File: src/sv/vfv_pkg.sv
// shared types, constants and helpers of the voxel face visibility unit
// no dependencies
package vfv_pkg;

  localparam int unsigned SIZE_X_DEF = 32;
  localparam int unsigned SIZE_Y_DEF = 32;
  localparam int unsigned SIZE_Z_DEF = 32;

  localparam int unsigned COORD_W = 5;
  localparam int unsigned LIM_W   = 9;
  localparam int unsigned FACES   = 6;

  typedef logic [COORD_W-1:0] coord_t;
  typedef logic [1:0]         code_t;
  typedef logic [2:0]         face_t;
  typedef logic [FACES-1:0]   mask_t;

  localparam code_t CODE_AIR   = 2'd0;
  localparam code_t CODE_OPAQUE = 2'd1;
  localparam code_t CODE_CLEAR = 2'd2;
  localparam code_t CODE_DIRT  = 2'd3;

  localparam face_t FACE_NX = 3'd0;
  localparam face_t FACE_NY = 3'd1;
  localparam face_t FACE_NZ = 3'd2;
  localparam face_t FACE_PX = 3'd3;
  localparam face_t FACE_PY = 3'd4;
  localparam face_t FACE_PZ = 3'd5;

  localparam logic KIND_WRITE = 1'b0;
  localparam logic KIND_QUERY = 1'b1;

  typedef enum logic [2:0] {
    ST_CLEAR,
    ST_IDLE,
    ST_WRITE,
    ST_SELF,
    ST_FACE,
    ST_TAIL,
    ST_DONE
  } state_t;

  // status seen by the sequencer
  typedef struct packed {
    logic req_valid;
    logic req_write;
    logic req_in_grid;
    logic out_free;
  } seq_stat_t;

  // controls driven by the sequencer
  typedef struct packed {
    logic  req_ready;
    logic  mem_we_clear;
    logic  mem_we_item;
    logic  mem_re_self;
    logic  mem_re_face;
    logic  load_out;
    face_t step;
  } seq_ctrl_t;

  // face toward an in-grid neighbour is open
  function automatic logic face_open(code_t neigh, logic self_clear);
    return (neigh == CODE_AIR) || ((neigh == CODE_CLEAR) && !self_clear);
  endfunction

endpackage

File: src/sv/vfv_agu.sv
// shared neighbour address unit: base plus or minus the stride of one axis
// depends on vfv_pkg
module vfv_agu #(
  parameter int unsigned SIZE_X = vfv_pkg::SIZE_X_DEF,
  parameter int unsigned SIZE_Y = vfv_pkg::SIZE_Y_DEF,
  parameter int unsigned AW     = 15
) (
  input  logic [AW-1:0]  base,
  input  vfv_pkg::face_t face,
  output logic [AW-1:0]  addr
);

  localparam int unsigned STRIDE_Y = SIZE_X;
  localparam int unsigned STRIDE_Z = SIZE_X * SIZE_Y;

  logic [AW-1:0] off;

  always_comb begin
    case (face) inside
      vfv_pkg::FACE_NX, vfv_pkg::FACE_PX: off = AW'(1);
      vfv_pkg::FACE_NY, vfv_pkg::FACE_PY: off = AW'(STRIDE_Y);
      default:                            off = AW'(STRIDE_Z);
    endcase
    // minus faces come first in the face order
    addr = (face < vfv_pkg::FACE_PX) ? (base - off) : (base + off);
  end

endmodule

File: config.mk
export PLATFORM = sky130hd
export DESIGN_NAME = vfv_agu
export DESIGN_NICKNAME = d
export VERILOG_FILES = /design/src/sv/vfv_pkg.sv /design/src/sv/vfv_agu.sv
export SDC_FILE = /design/constraint.sdc
export NUM_CORES = 1
export LEC_CHECK = 0
export BUFFER_PORTS_ARGS = -buffer_cell sky130_fd_sc_hd__buf_4
export CORE_MARGIN = 5
export CORE_UTILIZATION = 40
export DETAILED_ROUTE_END_ITERATION = 10
export PLACE_DENSITY = 0.67
export SYNTH_ARGS = -nofsm -noshare
export SYNTH_HDL_FRONTEND = slang
export SYNTH_SLANG_ARGS = --single-unit
File: constraint.sdc
create_clock -name vclk -period 5.96
set_input_delay 0.298 -clock vclk [all_inputs]
set_output_delay 0.298 -clock vclk [all_outputs]
set_load 0.01 [all_outputs]
==> results.toml <==
[setup_path]
critPathArrivalTime_ns = 2.46
end_kind = "primary output"
criticalPathCategory = "in2out"
crit_required_ns = 5.66
cp_max_fo = 18
crit_path_start_kind = "primary input"

[finish]
drive_gt1_share_pct = 29.5
area_delta_synth_final_pct = 24.5
num-fill-cells = 238
postLayoutCellArea_um2 = 1120
seqCellArea_um2 = 0
seq_cell_count = 0
multi_input_area_um2 = 836
antenna_cells = 0
num-clock-buffers = 0
post-route-util_pct = 51.6
final_nets = 173
instances_no_fill = 174

[sta]
max-slew-margin-rel_pct = 72.9
fin_setup_tns_ns = 0
worst_slack_ns = 3.20
timing.final.crit_share_pct = 46.2
setup_violations = 0
max_freq_ghz = 0.363
drv_slew = 0
rsz0062_at_grt = "no"
final_hold_viol_count = 0
period_needed_ns = 2.76
tightest_slew_ns = 0.406

[route]
routed_wl_um = 2490
ant_nets = 0
vias_per_cell = 5.89
drc_errors = 0
drtIter0Drc = 26
vias = 1025
wire_per_inst_um = 14.3
firstDrtPassIters = 4

[placement]
pre_cts_ws_ns = 3.22
gp_congestion = 0.847
dp.cells = 174
placed_area_um2 = 1120
port_buffers = 33
hpwl_um = 2020

[synthesis]
synthSimpleGateAreaFrac_pct = 28.8
synth.most_common_cell = "xnor2_1"
ys_warn_count = 0
synth_top_area_share_pct = 10.7
muxShareOfSynthArea_pct = 1.25
synthTopCellsByArea = "xnor2_1, ha_1, xor2_1"
syn_area_per_cell_um2 = 7.19
synthXorXnorAreaFrac_pct = 16.6
synth_compound_area_share_pct = 36.6
synth_area_um2 = 898
yosys.area.top_type = "xnor2_1"
synth_common_cells = "xnor2_1, nand2_1, clkbuf_1, ha_1, nor2_1"
synth_seq_area_share_pct = 0
synth_top_family_by_area = "compound AO/OA/AOI/OAI gates"
syn_inst = 125
yosysUniqueCellTypes = 50
synth-adder-area-share_pct = 9.75
synth_fp_nets = 150

[grt]
grt_pass1_vias = 944
grt_pass1_wl_um = 4130
antenna_found_initial = 0
grt_max_degree = 19
gr-total-overflow = 0
grt_usage_pct = 14.5

[floorplanning]
initial_core_util_pct = 41.4
ios = 33
die_h_um = 57.4
fp.dieW_um = 57.4
dieArea_um2 = 3290
coreArea_um2 = 2170
rows = 17

[pwr]
vdd_drop_max_mv = 0.0646
p_leak_nw = 0.455
powerDensity_nw_per_um2 = 104

[job]
maxCapViolCount = 0

[status]
status = "finished clean"

[clock_network]
cts_setup_buffers = 0
cts_resized = 0
holdBufCountCts = 0

[worst_hold_path]
hp-class = "in2out"
[cells by family after synthesis]
| family | count (synthesis) |
|---|---|
| multiplexers | 1 |
| XOR/XNOR | 17 |
| buffers and inverters | 12 |
| AO/OA/AOI/OAI | 42 |
| adder cells (fa/ha/maj) | 7 |
| AND/OR/NAND/NOR | 46 |
[power breakdown]
part	total [mW]	internal (mW)	switching, mW
logic	0.117	0.0573	0.0592
clock network	0	0	0
registers	0	0	0
total	0.117	0.0573	0.0592
[placed cells by master, fill, tap and decap left out, types with 3 or more instances in the layout]
master    n
a21oi_1   6
buf_4    33
ha_1      7
nand2_1   8
nand4_1   4
nor2_1    7
nor3_1    4
o21a_1    3
o22ai_1   3
o31a_1    4
or3_1     5
xnor2_1  11
xor2_1    6
[metal layers]
metal	vias up	part of all wire [%]	track usage, %
met5	-	0	0
met4	0	0	1.99
met3	0	7.5	1.58
met2	37	49	26.0
met1	458	44	18.8
li1	530	-	-
[path summary, 6_finish.rpt]
kind                  depth (start not counted)      end    start  slack [ns]
worst max-delay path                         10  addr[8]  face[1]        3.20
worst min-delay path                          3  addr[0]  base[0]        0.90
[metrics by stage]
step	hold WS, ns	power [mW]
2_1_floorplan	0.676	0.0724
3_3_place_gp	0.895	0.115
3_5_place_dp	0.905	0.117
4_1_cts	0.905	0.117
5_1_grt	0.915	0.128
6_report	0.899	0.117
[critical path: stages]
cell      delay, ns
buf_4          0.17
or3_4          0.46
xnor2_1        0.16
ha_1           0.31
nor3_1         0.10
o31a_1         0.27
o21bai_1       0.19
a32oi_1        0.21
xnor2_1        0.15
buf_4          0.14
[cell type report]
class	count	share of cell area [%]
Timing Repair Buffer	33	22.1
Multi-Input combinational cell	113	74.7
Tap cell	28	3.13
(Power assumes the default switching activity.)
