$ cat config.mk
export PLATFORM = sky130hd
export DESIGN_NAME = vfv_seq
export DESIGN_NICKNAME = d
export VERILOG_FILES = /design/src/sv/vfv_pkg.sv /design/src/sv/vfv_seq.sv
export SDC_FILE = /design/constraint.sdc
export NUM_CORES = 1
export LEC_CHECK = 0
export ABC_AREA = 1
export ABC_CLOCK_PERIOD_IN_PS = 2600
export BUFFER_PORTS_ARGS = -buffer_cell sky130_fd_sc_hd__buf_2
export CORE_AREA = 2 2 49 51
export DETAILED_ROUTE_END_ITERATION = 8
export DIE_AREA = 0 0 51 53
export GPL_TIMING_DRIVEN = 0
export PLACE_DENSITY = 0.8
export SYNTH_ARGS = -nofsm -noshare
export SYNTH_HDL_FRONTEND = slang
export SYNTH_SLANG_ARGS = --single-unit
$ cat constraint.sdc
create_clock -name clk -period 2.6 [get_ports clk]
set_clock_uncertainty 0.15 [all_clocks]
set_input_delay 0.52 -clock clk [delete_from_list [all_inputs] [get_ports clk]]
set_output_delay 0.52 -clock clk [all_outputs]
set_load 0.05 [all_outputs]
$ cat src/sv/vfv_pkg.sv
// shared types, constants and helpers of the voxel face visibility unit
// no dependencies
package vfv_pkg;

  localparam int unsigned SIZE_X_DEF = 32;
  localparam int unsigned SIZE_Y_DEF = 32;
  localparam int unsigned SIZE_Z_DEF = 32;

  localparam int unsigned COORD_W = 5;
  localparam int unsigned LIM_W   = 9;
  localparam int unsigned FACES   = 6;

  typedef logic [COORD_W-1:0] coord_t;
  typedef logic [1:0]         code_t;
  typedef logic [2:0]         face_t;
  typedef logic [FACES-1:0]   mask_t;

  localparam code_t CODE_AIR   = 2'd0;
  localparam code_t CODE_OPAQUE = 2'd1;
  localparam code_t CODE_CLEAR = 2'd2;
  localparam code_t CODE_DIRT  = 2'd3;

  localparam face_t FACE_NX = 3'd0;
  localparam face_t FACE_NY = 3'd1;
  localparam face_t FACE_NZ = 3'd2;
  localparam face_t FACE_PX = 3'd3;
  localparam face_t FACE_PY = 3'd4;
  localparam face_t FACE_PZ = 3'd5;

  localparam logic KIND_WRITE = 1'b0;
  localparam logic KIND_QUERY = 1'b1;

  typedef enum logic [2:0] {
    ST_CLEAR,
    ST_IDLE,
    ST_WRITE,
    ST_SELF,
    ST_FACE,
    ST_TAIL,
    ST_DONE
  } state_t;

  // status seen by the sequencer
  typedef struct packed {
    logic req_valid;
    logic req_write;
    logic req_in_grid;
    logic out_free;
  } seq_stat_t;

  // controls driven by the sequencer
  typedef struct packed {
    logic  req_ready;
    logic  mem_we_clear;
    logic  mem_we_item;
    logic  mem_re_self;
    logic  mem_re_face;
    logic  load_out;
    face_t step;
  } seq_ctrl_t;

  // face toward an in-grid neighbour is open
  function automatic logic face_open(code_t neigh, logic self_clear);
    return (neigh == CODE_AIR) || ((neigh == CODE_CLEAR) && !self_clear);
  endfunction

endpackage

$ cat src/sv/vfv_seq.sv
// sequencer: clearing pass, item steps and neighbour step counter
// depends on vfv_pkg
module vfv_seq #(
  parameter int unsigned DEPTH = vfv_pkg::SIZE_X_DEF * vfv_pkg::SIZE_Y_DEF * vfv_pkg::SIZE_Z_DEF,
  parameter int unsigned AW    = $clog2(DEPTH)
) (
  input  logic               clk,
  input  logic               rst,
  input  vfv_pkg::seq_stat_t stat,
  output vfv_pkg::seq_ctrl_t ctrl,
  output logic [AW-1:0]      clr_addr
);

  vfv_pkg::state_t state, state_next;
  vfv_pkg::face_t  step, step_next;
  logic [AW-1:0]   clr_cnt, clr_cnt_next;

  always_ff @(posedge clk) begin
    if (rst) begin
      state   <= vfv_pkg::ST_CLEAR;
      step    <= vfv_pkg::FACE_NX;
      clr_cnt <= '0;
    end else begin
      state   <= state_next;
      step    <= step_next;
      clr_cnt <= clr_cnt_next;
    end
  end

  always_comb begin
    state_next   = state;
    step_next    = step;
    clr_cnt_next = clr_cnt;
    unique case (state)
      vfv_pkg::ST_CLEAR: begin
        clr_cnt_next = clr_cnt + AW'(1);
        if (clr_cnt == AW'(DEPTH - 1)) begin
          state_next = vfv_pkg::ST_IDLE;
        end
      end
      vfv_pkg::ST_IDLE: begin
        if (stat.req_valid) begin
          if (!stat.req_in_grid) begin
            state_next = vfv_pkg::ST_DONE;
          end else if (stat.req_write) begin
            state_next = vfv_pkg::ST_WRITE;
          end else begin
            state_next = vfv_pkg::ST_SELF;
          end
        end
      end
      vfv_pkg::ST_WRITE: state_next = vfv_pkg::ST_DONE;
      vfv_pkg::ST_SELF: begin
        state_next = vfv_pkg::ST_FACE;
        step_next  = vfv_pkg::FACE_NX;
      end
      vfv_pkg::ST_FACE: begin
        if (step == vfv_pkg::FACE_PZ) begin
          state_next = vfv_pkg::ST_TAIL;
          step_next  = vfv_pkg::FACE_NX;
        end else begin
          step_next = step + 3'd1;
        end
      end
      vfv_pkg::ST_TAIL: state_next = vfv_pkg::ST_DONE;
      vfv_pkg::ST_DONE: begin
        if (stat.out_free) begin
          state_next = vfv_pkg::ST_IDLE;
        end
      end
      default: state_next = vfv_pkg::ST_IDLE;
    endcase
  end

  always_comb begin
    ctrl              = '0;
    ctrl.step         = step;
    ctrl.req_ready    = (state == vfv_pkg::ST_IDLE);
    ctrl.mem_we_clear = (state == vfv_pkg::ST_CLEAR);
    ctrl.mem_we_item  = (state == vfv_pkg::ST_WRITE);
    ctrl.mem_re_self  = (state == vfv_pkg::ST_SELF);
    ctrl.mem_re_face  = (state == vfv_pkg::ST_FACE);
    ctrl.load_out     = (state == vfv_pkg::ST_DONE) && stat.out_free;
  end

  assign clr_addr = clr_cnt;

endmodule

==> results.ini, run 1 <==
[drt]
ant_nets=0
totalWireLength_mm=2.40
wl_per_cell_um=10.2
dr_total_vias=1134
route.detailed.drc=0
firstDrtPassIters=4
drtIter0Drc=15
via_per_inst=4.83

[placed_design]
place.gp.congestion=0.759
io_buffers=28
dpl.hpwl_mm=1.85
pre_cts_ws_ns=0.785

[clock_network]
tritoncts=done
cts_hold_buf=0
cts-root-buf=clkbuf_4
clock_latency_ns=0.30
cts_num_sinks=21
clock_path_buffers=2
htreeDepth=1
post_cts_buffers=0
cts-resized-gates=0
numCtsBuffers=3
clk_pin_slew_worst_paths_ns=0.11

[sta]
finalSetupViolCount=0
final_hold_viol_count=0
grt_setup_unrepaired=false
drv_slew=0
fin_crit_ns=2.16
worst_slew_pin_slew_ns=0.507
fin_crit_sh=0.831
finalWorstSetupSlack_ns=0.439
setup_tns_ns=0
max_freq_mhz=463
max_slew_margin=0.662

[synth]
async_reset_ff_frac=0
synth_most_common_cell=nand2_1
avgSynthCellArea_um2=6.54
ys_seq_area_frac=0.367
yosysUniqueCellTypes=23
synth_ff_type=dfxtp_1
yosys_register_bits=21
synth.area.top_cells=dfxtp_1 (37%), nand2_1 (13%), inv_1 (10%)
synth_largest_area_cell=dfxtp_1
synth_nets=182
synth_edf_count=0
ys_warn_count=0
synth_common_cells=nand2_1 (41), inv_1 (31), nor2_1 (25), dfxtp_1 (21), nand3_1 (12)
synth_top_area_frac=0.367
synth_cells=175
syn-cell-area_um2=1140

[power]
p_seq_frac=0.404
power.density_nw_per_um2=739
p_leak_nw=0.672
internal-power_mw=0.530
p_switching_mw=0.470
swShare=0.470
p_clk_frac=0.154
combPwrFrac=0.442
peakVddDrop_mv=0.412

[floorplanning]
dieArea_um2=2700
fp.dieW_um=51
core_area_um2=2150
ios=30
die_y_um=53
start_util=0.533
std_cell_rows=17

[grt]
grt.overflow.total=0
grt_pass1_wl_mm=4.19
grtUsageTotal=0.202
antenna_found_initial=0
grt_pass1_vias=1049
grt_max_degree=12

[worst_hold_path]
hold_class=reg2reg
min_to=clr_addr[12]$_SDFFE_PP0N_
hp-start=clr_addr[12]$_SDFFE_PP0N_
whs_path_depth=2

[outcome]
status=completed

[setup_path]
crit_required_ns=1.93
rr_endpoint=clr_addr[14]$_SDFFE_PP0N_
critPathKind=reg2out
path_max_fanout=6
cp.arrival_ns=1.49
worstRegToRegCells=8
reg2reg_setup_slack_ns=0.95
crit_path_end_kind=output port
worstSetupStartpointType=flop
reg2reg_from=clr_addr[0]$_SDFFE_PP0N_

[final_layout]
drive_above_1_share=0.227
syn_to_final_growth_pct=18.1
final_nets=215
n_antenna_cell=0

[flow_run]
drv_cap=0

[stage by stage]
stage	hold WS [ns]	std cells	util	area [um^2]	total power [mW]
after global routing	0.372	235	0.630	1350	1.07
after floorplan	0.419	175	-	1150	0.768
after detailed placement	0.324	231	0.617	1330	0.856
after global placement	0.317	231	0.617	1330	0.846
after CTS	0.342	235	0.630	1350	1.01
final	0.340	235	0.630	1350	1.00
[cell usage in the layout, fill, tap and decap left out]
cell type	count
o21a_1	1
nor3b_1	1
nor2_1	25
nand2_1	41
inv_1	31
nor2_4	5
clkbuf_1	2
buf_6	1
nand2_4	1
nand2_2	3
nor4_2	1
o21ai_0	8
nand4_1	2
nor3_1	4
a21oi_1	8
xor2_1	1
o211ai_1	1
nand3_1	12
dfxtp_1	21
nor2_2	4
inv_2	1
ha_1	1
clkbuf_4	3
a211oi_1	1
buf_2	28
[state kept, by name (all words and copies together) (netlist names)]
name and flops:
state 3, step 3, clr_addr 15
[worst max-delay path, cell delays in order, from the launching register on]
cell	delay [ns]
dfxtp_1	0.49
inv_1	0.11
nor2_1	0.13
inv_1	0.09
nor2_2	0.10
buf_2	0.27
[worst max-delay path by stage]
stage | startpoint | end | depth (start not counted) | slack (ns)
CTS | state[0]$_SDFFE_PP0P_ | ctrl[8] | 5 | 0.44
global placement | state[0]$_SDFFE_PP0P_ | ctrl[8] | 5 | 0.80
detailed placement | state[0]$_SDFFE_PP0P_ | ctrl[8] | 5 | 0.78
floorplan | state[2]$_SDFFE_PP0P_ | ctrl[3] | 2 | 0.46
finish | state[0]$_SDFFE_PP0P_ | ctrl[8] | 5 | 0.44
global route | state[0]$_SDFFE_PP0P_ | ctrl[8] | 5 | 0.31
[layout make-up]
type / count / area (um^2)
well taps: 28 / 35.0
clock buffers: 4 / 26.3
repair buffers: 28 / 140
fillers: 223 / 796
flip-flops and latches: 21 / 420
plain buffers: 2 / 15.0
multi-input cells: 120 / 596
inverters: 32 / 120
[power groups by stage]
| stage | registers, mW | logic, mW | clock network (mW) |
|---|---|---|---|
| finish | 0.404 | 0.442 | 0.154 |
| global route | 0.411 | 0.484 | 0.172 |
| CTS | 0.404 | 0.446 | 0.158 |
| detailed placement | 0.410 | 0.445 | 0 |
| global placement | 0.409 | 0.438 | 0 |
| floorplan | 0.481 | 0.288 | 0 |
[layer usage]
metal	GRT usage	wire [um]	up-vias
met5	0	0	-
met4	0.0721	35	0
met1	0.225	1110	500
li1	-	-	601
met3	0.0339	111	6
met2	0.383	1140	27
[logic make-up (layout without fill, tap and decap cells)]
group,Yosys count,after routing,synth area share
AOI/OAI and AO/OA,19,19,0.0896
xor gates and xnor gates,1,1,0.00765
adders and majority gates,1,1,0.0109
buffers and inverters,34,66,0.118
DFF,21,21,0.367
and+or+nand+nor,99,99,0.407
Note: power is estimated with default switching activity, not from simulation.
==> inputs of run 2 (changes only) <==
Settings changed: ABC_CLOCK_PERIOD_IN_PS 2600 to 2000, CORE_AREA 2 2 49 51 to 2 2 51 53, DIE_AREA 0 0 51 53 to 0 0 53 55, PLACE_DENSITY 0.8 to 0.75.
Clock period 2.6 ns to 2 ns, I/O delays scaled along.
==> run 2 against run 1 <==
Final area increased by 1.6%. Sequential power is 33% higher. Critical path depth is 2 lower. Global-route usage fell by 1.9 points. Cell count up 0.85%. Combinational power grew 33%. Clock power rose by 29%.
==> results.ini, run 2 (synthesized netlist as in run 1, its figures left out) <==
[final_layout]
syn_to_final_growth_pct=20.0
multi_input_area_um2=604  ; +1.5%
drive_above_1_share=0.237  ; +0.00966
final_common_cell=nand2_1
seqCellArea_um2=425  ; +1.2%
layoutNonFillerInstCount=237  ; +0.85%
largest_register_ffs=15  ; unchanged
final_nets=215  ; unchanged
n_antenna_cell=0  ; unchanged
fin_area_um2=1370  ; +1.6%
layout_common_cells=nand2_1 (41), inv_1 (31), buf_2 (26)
finalCoreUtilization=0.581  ; -0.0486
filler_cell_count=227  ; +1.8%

[floorplanning]
ios=30  ; unchanged
std_cell_rows=18  ; +1
fp.dieW_um=53  ; +3.9%
start_util=0.484  ; -0.0488
die_y_um=55  ; +3.8%
dieArea_um2=2920  ; +7.8%
core_area_um2=2360  ; +10%

[setup_path]
crit_required_ns=1.45  ; -0.48 ns
worstRegToRegCells=8  ; unchanged
worstSetupStartpointType=flop
critPathKind=reg2out
crit_path_end_kind=output port
path_max_fanout=6  ; unchanged
reg2reg_from=clr_addr[0]$_SDFFE_PP0N_
rr_endpoint=clr_addr[14]$_SDFFE_PP0N_
reg2reg_setup_slack_ns=0.33  ; -0.62 ns
cp.arrival_ns=1.35  ; -0.14 ns

[grt]
grt_pass1_wl_mm=4.01  ; -4.3%
grt_pass1_vias=990  ; -5.6%
antenna_found_initial=0  ; unchanged
grt.overflow.total=0  ; unchanged
grtUsageTotal=0.184  ; -0.0186
grt_max_degree=12  ; unchanged

[sta]
final_hold_viol_count=0  ; unchanged
worst_slew_pin_slew_ns=0.525  ; +0.0182 ns
max_slew_margin=0.650  ; -0.0121
max_freq_mhz=525
grt_setup_unrepaired=false
fin_crit_ns=1.90
setup_tns_ns=0  ; unchanged
timing.hold.ws_ns=0.307  ; -0.0333 ns
finalSetupViolCount=0  ; unchanged
drv_slew=0  ; unchanged
fin_crit_sh=0.952

[worst_hold_path]
min_to=state[1]$_SDFFE_PP0P_
hold_class=in2reg
hp-start=stat[0]
whs_path_depth=4  ; +2

[clock_network]
post_cts_buffers=0  ; unchanged
cts-root-buf=clkbuf_4
clk_pin_slew_worst_paths_ns=0.11  ; about the same
numCtsBuffers=3  ; unchanged
htreeDepth=1  ; unchanged
cts_num_sinks=21  ; unchanged
clock_latency_ns=0.30  ; about the same
clock_path_buffers=2  ; unchanged
tritoncts=done

[drt]
wl_per_cell_um=10.0  ; -1.7%
totalWireLength_mm=2.38  ; -0.87%
firstDrtPassIters=4  ; unchanged
via_per_inst=4.86  ; +0.64%
dr_total_vias=1151  ; +1.5%
drtIter0Drc=12  ; -3
ant_nets=0  ; unchanged
route.detailed.drc=0  ; unchanged

[power]
p_leak_nw=0.674  ; +0.29%
power.density_nw_per_um2=964  ; +30%
peakVddDrop_mv=0.652  ; +58%

[placed_design]
io_buffers=28  ; unchanged
dpl.hpwl_mm=1.91  ; +3.2%
place_area_um2=1340  ; +0.85%
place.gp.congestion=0.741  ; -2.4%
dp.cells=233  ; +0.87%

[flow_run]
drv_cap=0  ; unchanged

[outcome]
status=completed

-- run 2: cell count changes in the layout (fill, tap and decap cells not counted) --
cell	delta
dfxtp_1	-2
clkbuf_4	+1
nor4_2	-1
dfxtp_2	+1
nor4_4	+1
dfxtp_4	+1
buf_2	-2
buf_4	+1
-- run 2: area by class of cell --
class                           count  share of cell area
Sequential cell                    21               0.310
Inverter                           32              0.0874
Tap cell                           30              0.0273
Buffer                              2              0.0109
Multi-Input combinational cell    120               0.440
Clock buffer                        4              0.0191
Timing Repair Buffer               28               0.106
-- run 2: stage by stage --
stage          total power [mW]  worst slack, ns
2_1_floorplan              1.01           0.0828
3_3_place_gp               1.10            0.277
3_5_place_dp               1.12            0.242
4_1_cts                    1.33           0.0133
5_1_grt                    1.41         0.000191
6_report                   1.32           0.0958
-- run 2: worst max-delay path by stage --
stage | from | endpoint | slack [ns] | cells after the start
after global placement | state[0]$_SDFFE_PP0P_ | ctrl[8] | 0.28 | 5
final | state[1]$_SDFFE_PP0P_ | ctrl[3] | 0.1 | 3
after detailed placement | state[0]$_SDFFE_PP0P_ | ctrl[8] | 0.24 | 5
after CTS | state[0]$_SDFFE_PP0P_ | ctrl[8] | 0.01 | 5
after global routing | state[0]$_SDFFE_PP0P_ | ctrl[8] | 0.0002 | 5
after floorplan | clr_addr[0]$_SDFFE_PP0N_ | clr_addr[14]$_SDFFE_PP0N_ | 0.08 | 8
-- run 2: power breakdown --
group / switching (mW) / leakage (nW) / internal (mW) / total [mW]
Combinational: 0.436 / 0.488 / 0.154 / 0.589
Clock: 0.122 / 0.0150 / 0.0776 / 0.199
Sequential: 0.0666 / 0.171 / 0.470 / 0.536
Total: 0.624 / 0.674 / 0.701 / 1.32
-- run 2: critical path, cell delays in order, from the launching register on --
cell	delay, ns
dfxtp_1	0.47
inv_1	0.12
nor4_4	0.20
clkbuf_4	0.26
-- run 2: layer usage --
metal,GRT usage,vias to the layer above,share of wire
li1,-,605,-
met1,0.207,520,0.45
met2,0.348,24,0.50
met3,0.0430,2,0.046
met4,0.0470,0,0.0042
met5,0,-,0
-- run 2: timing repair --
item | CTS | global route
pin swaps | 0 | 0
gates resized for setup | 1 | 5
hold buffers | 0 | 0
endpoints found under the setup margin | 1 | 2
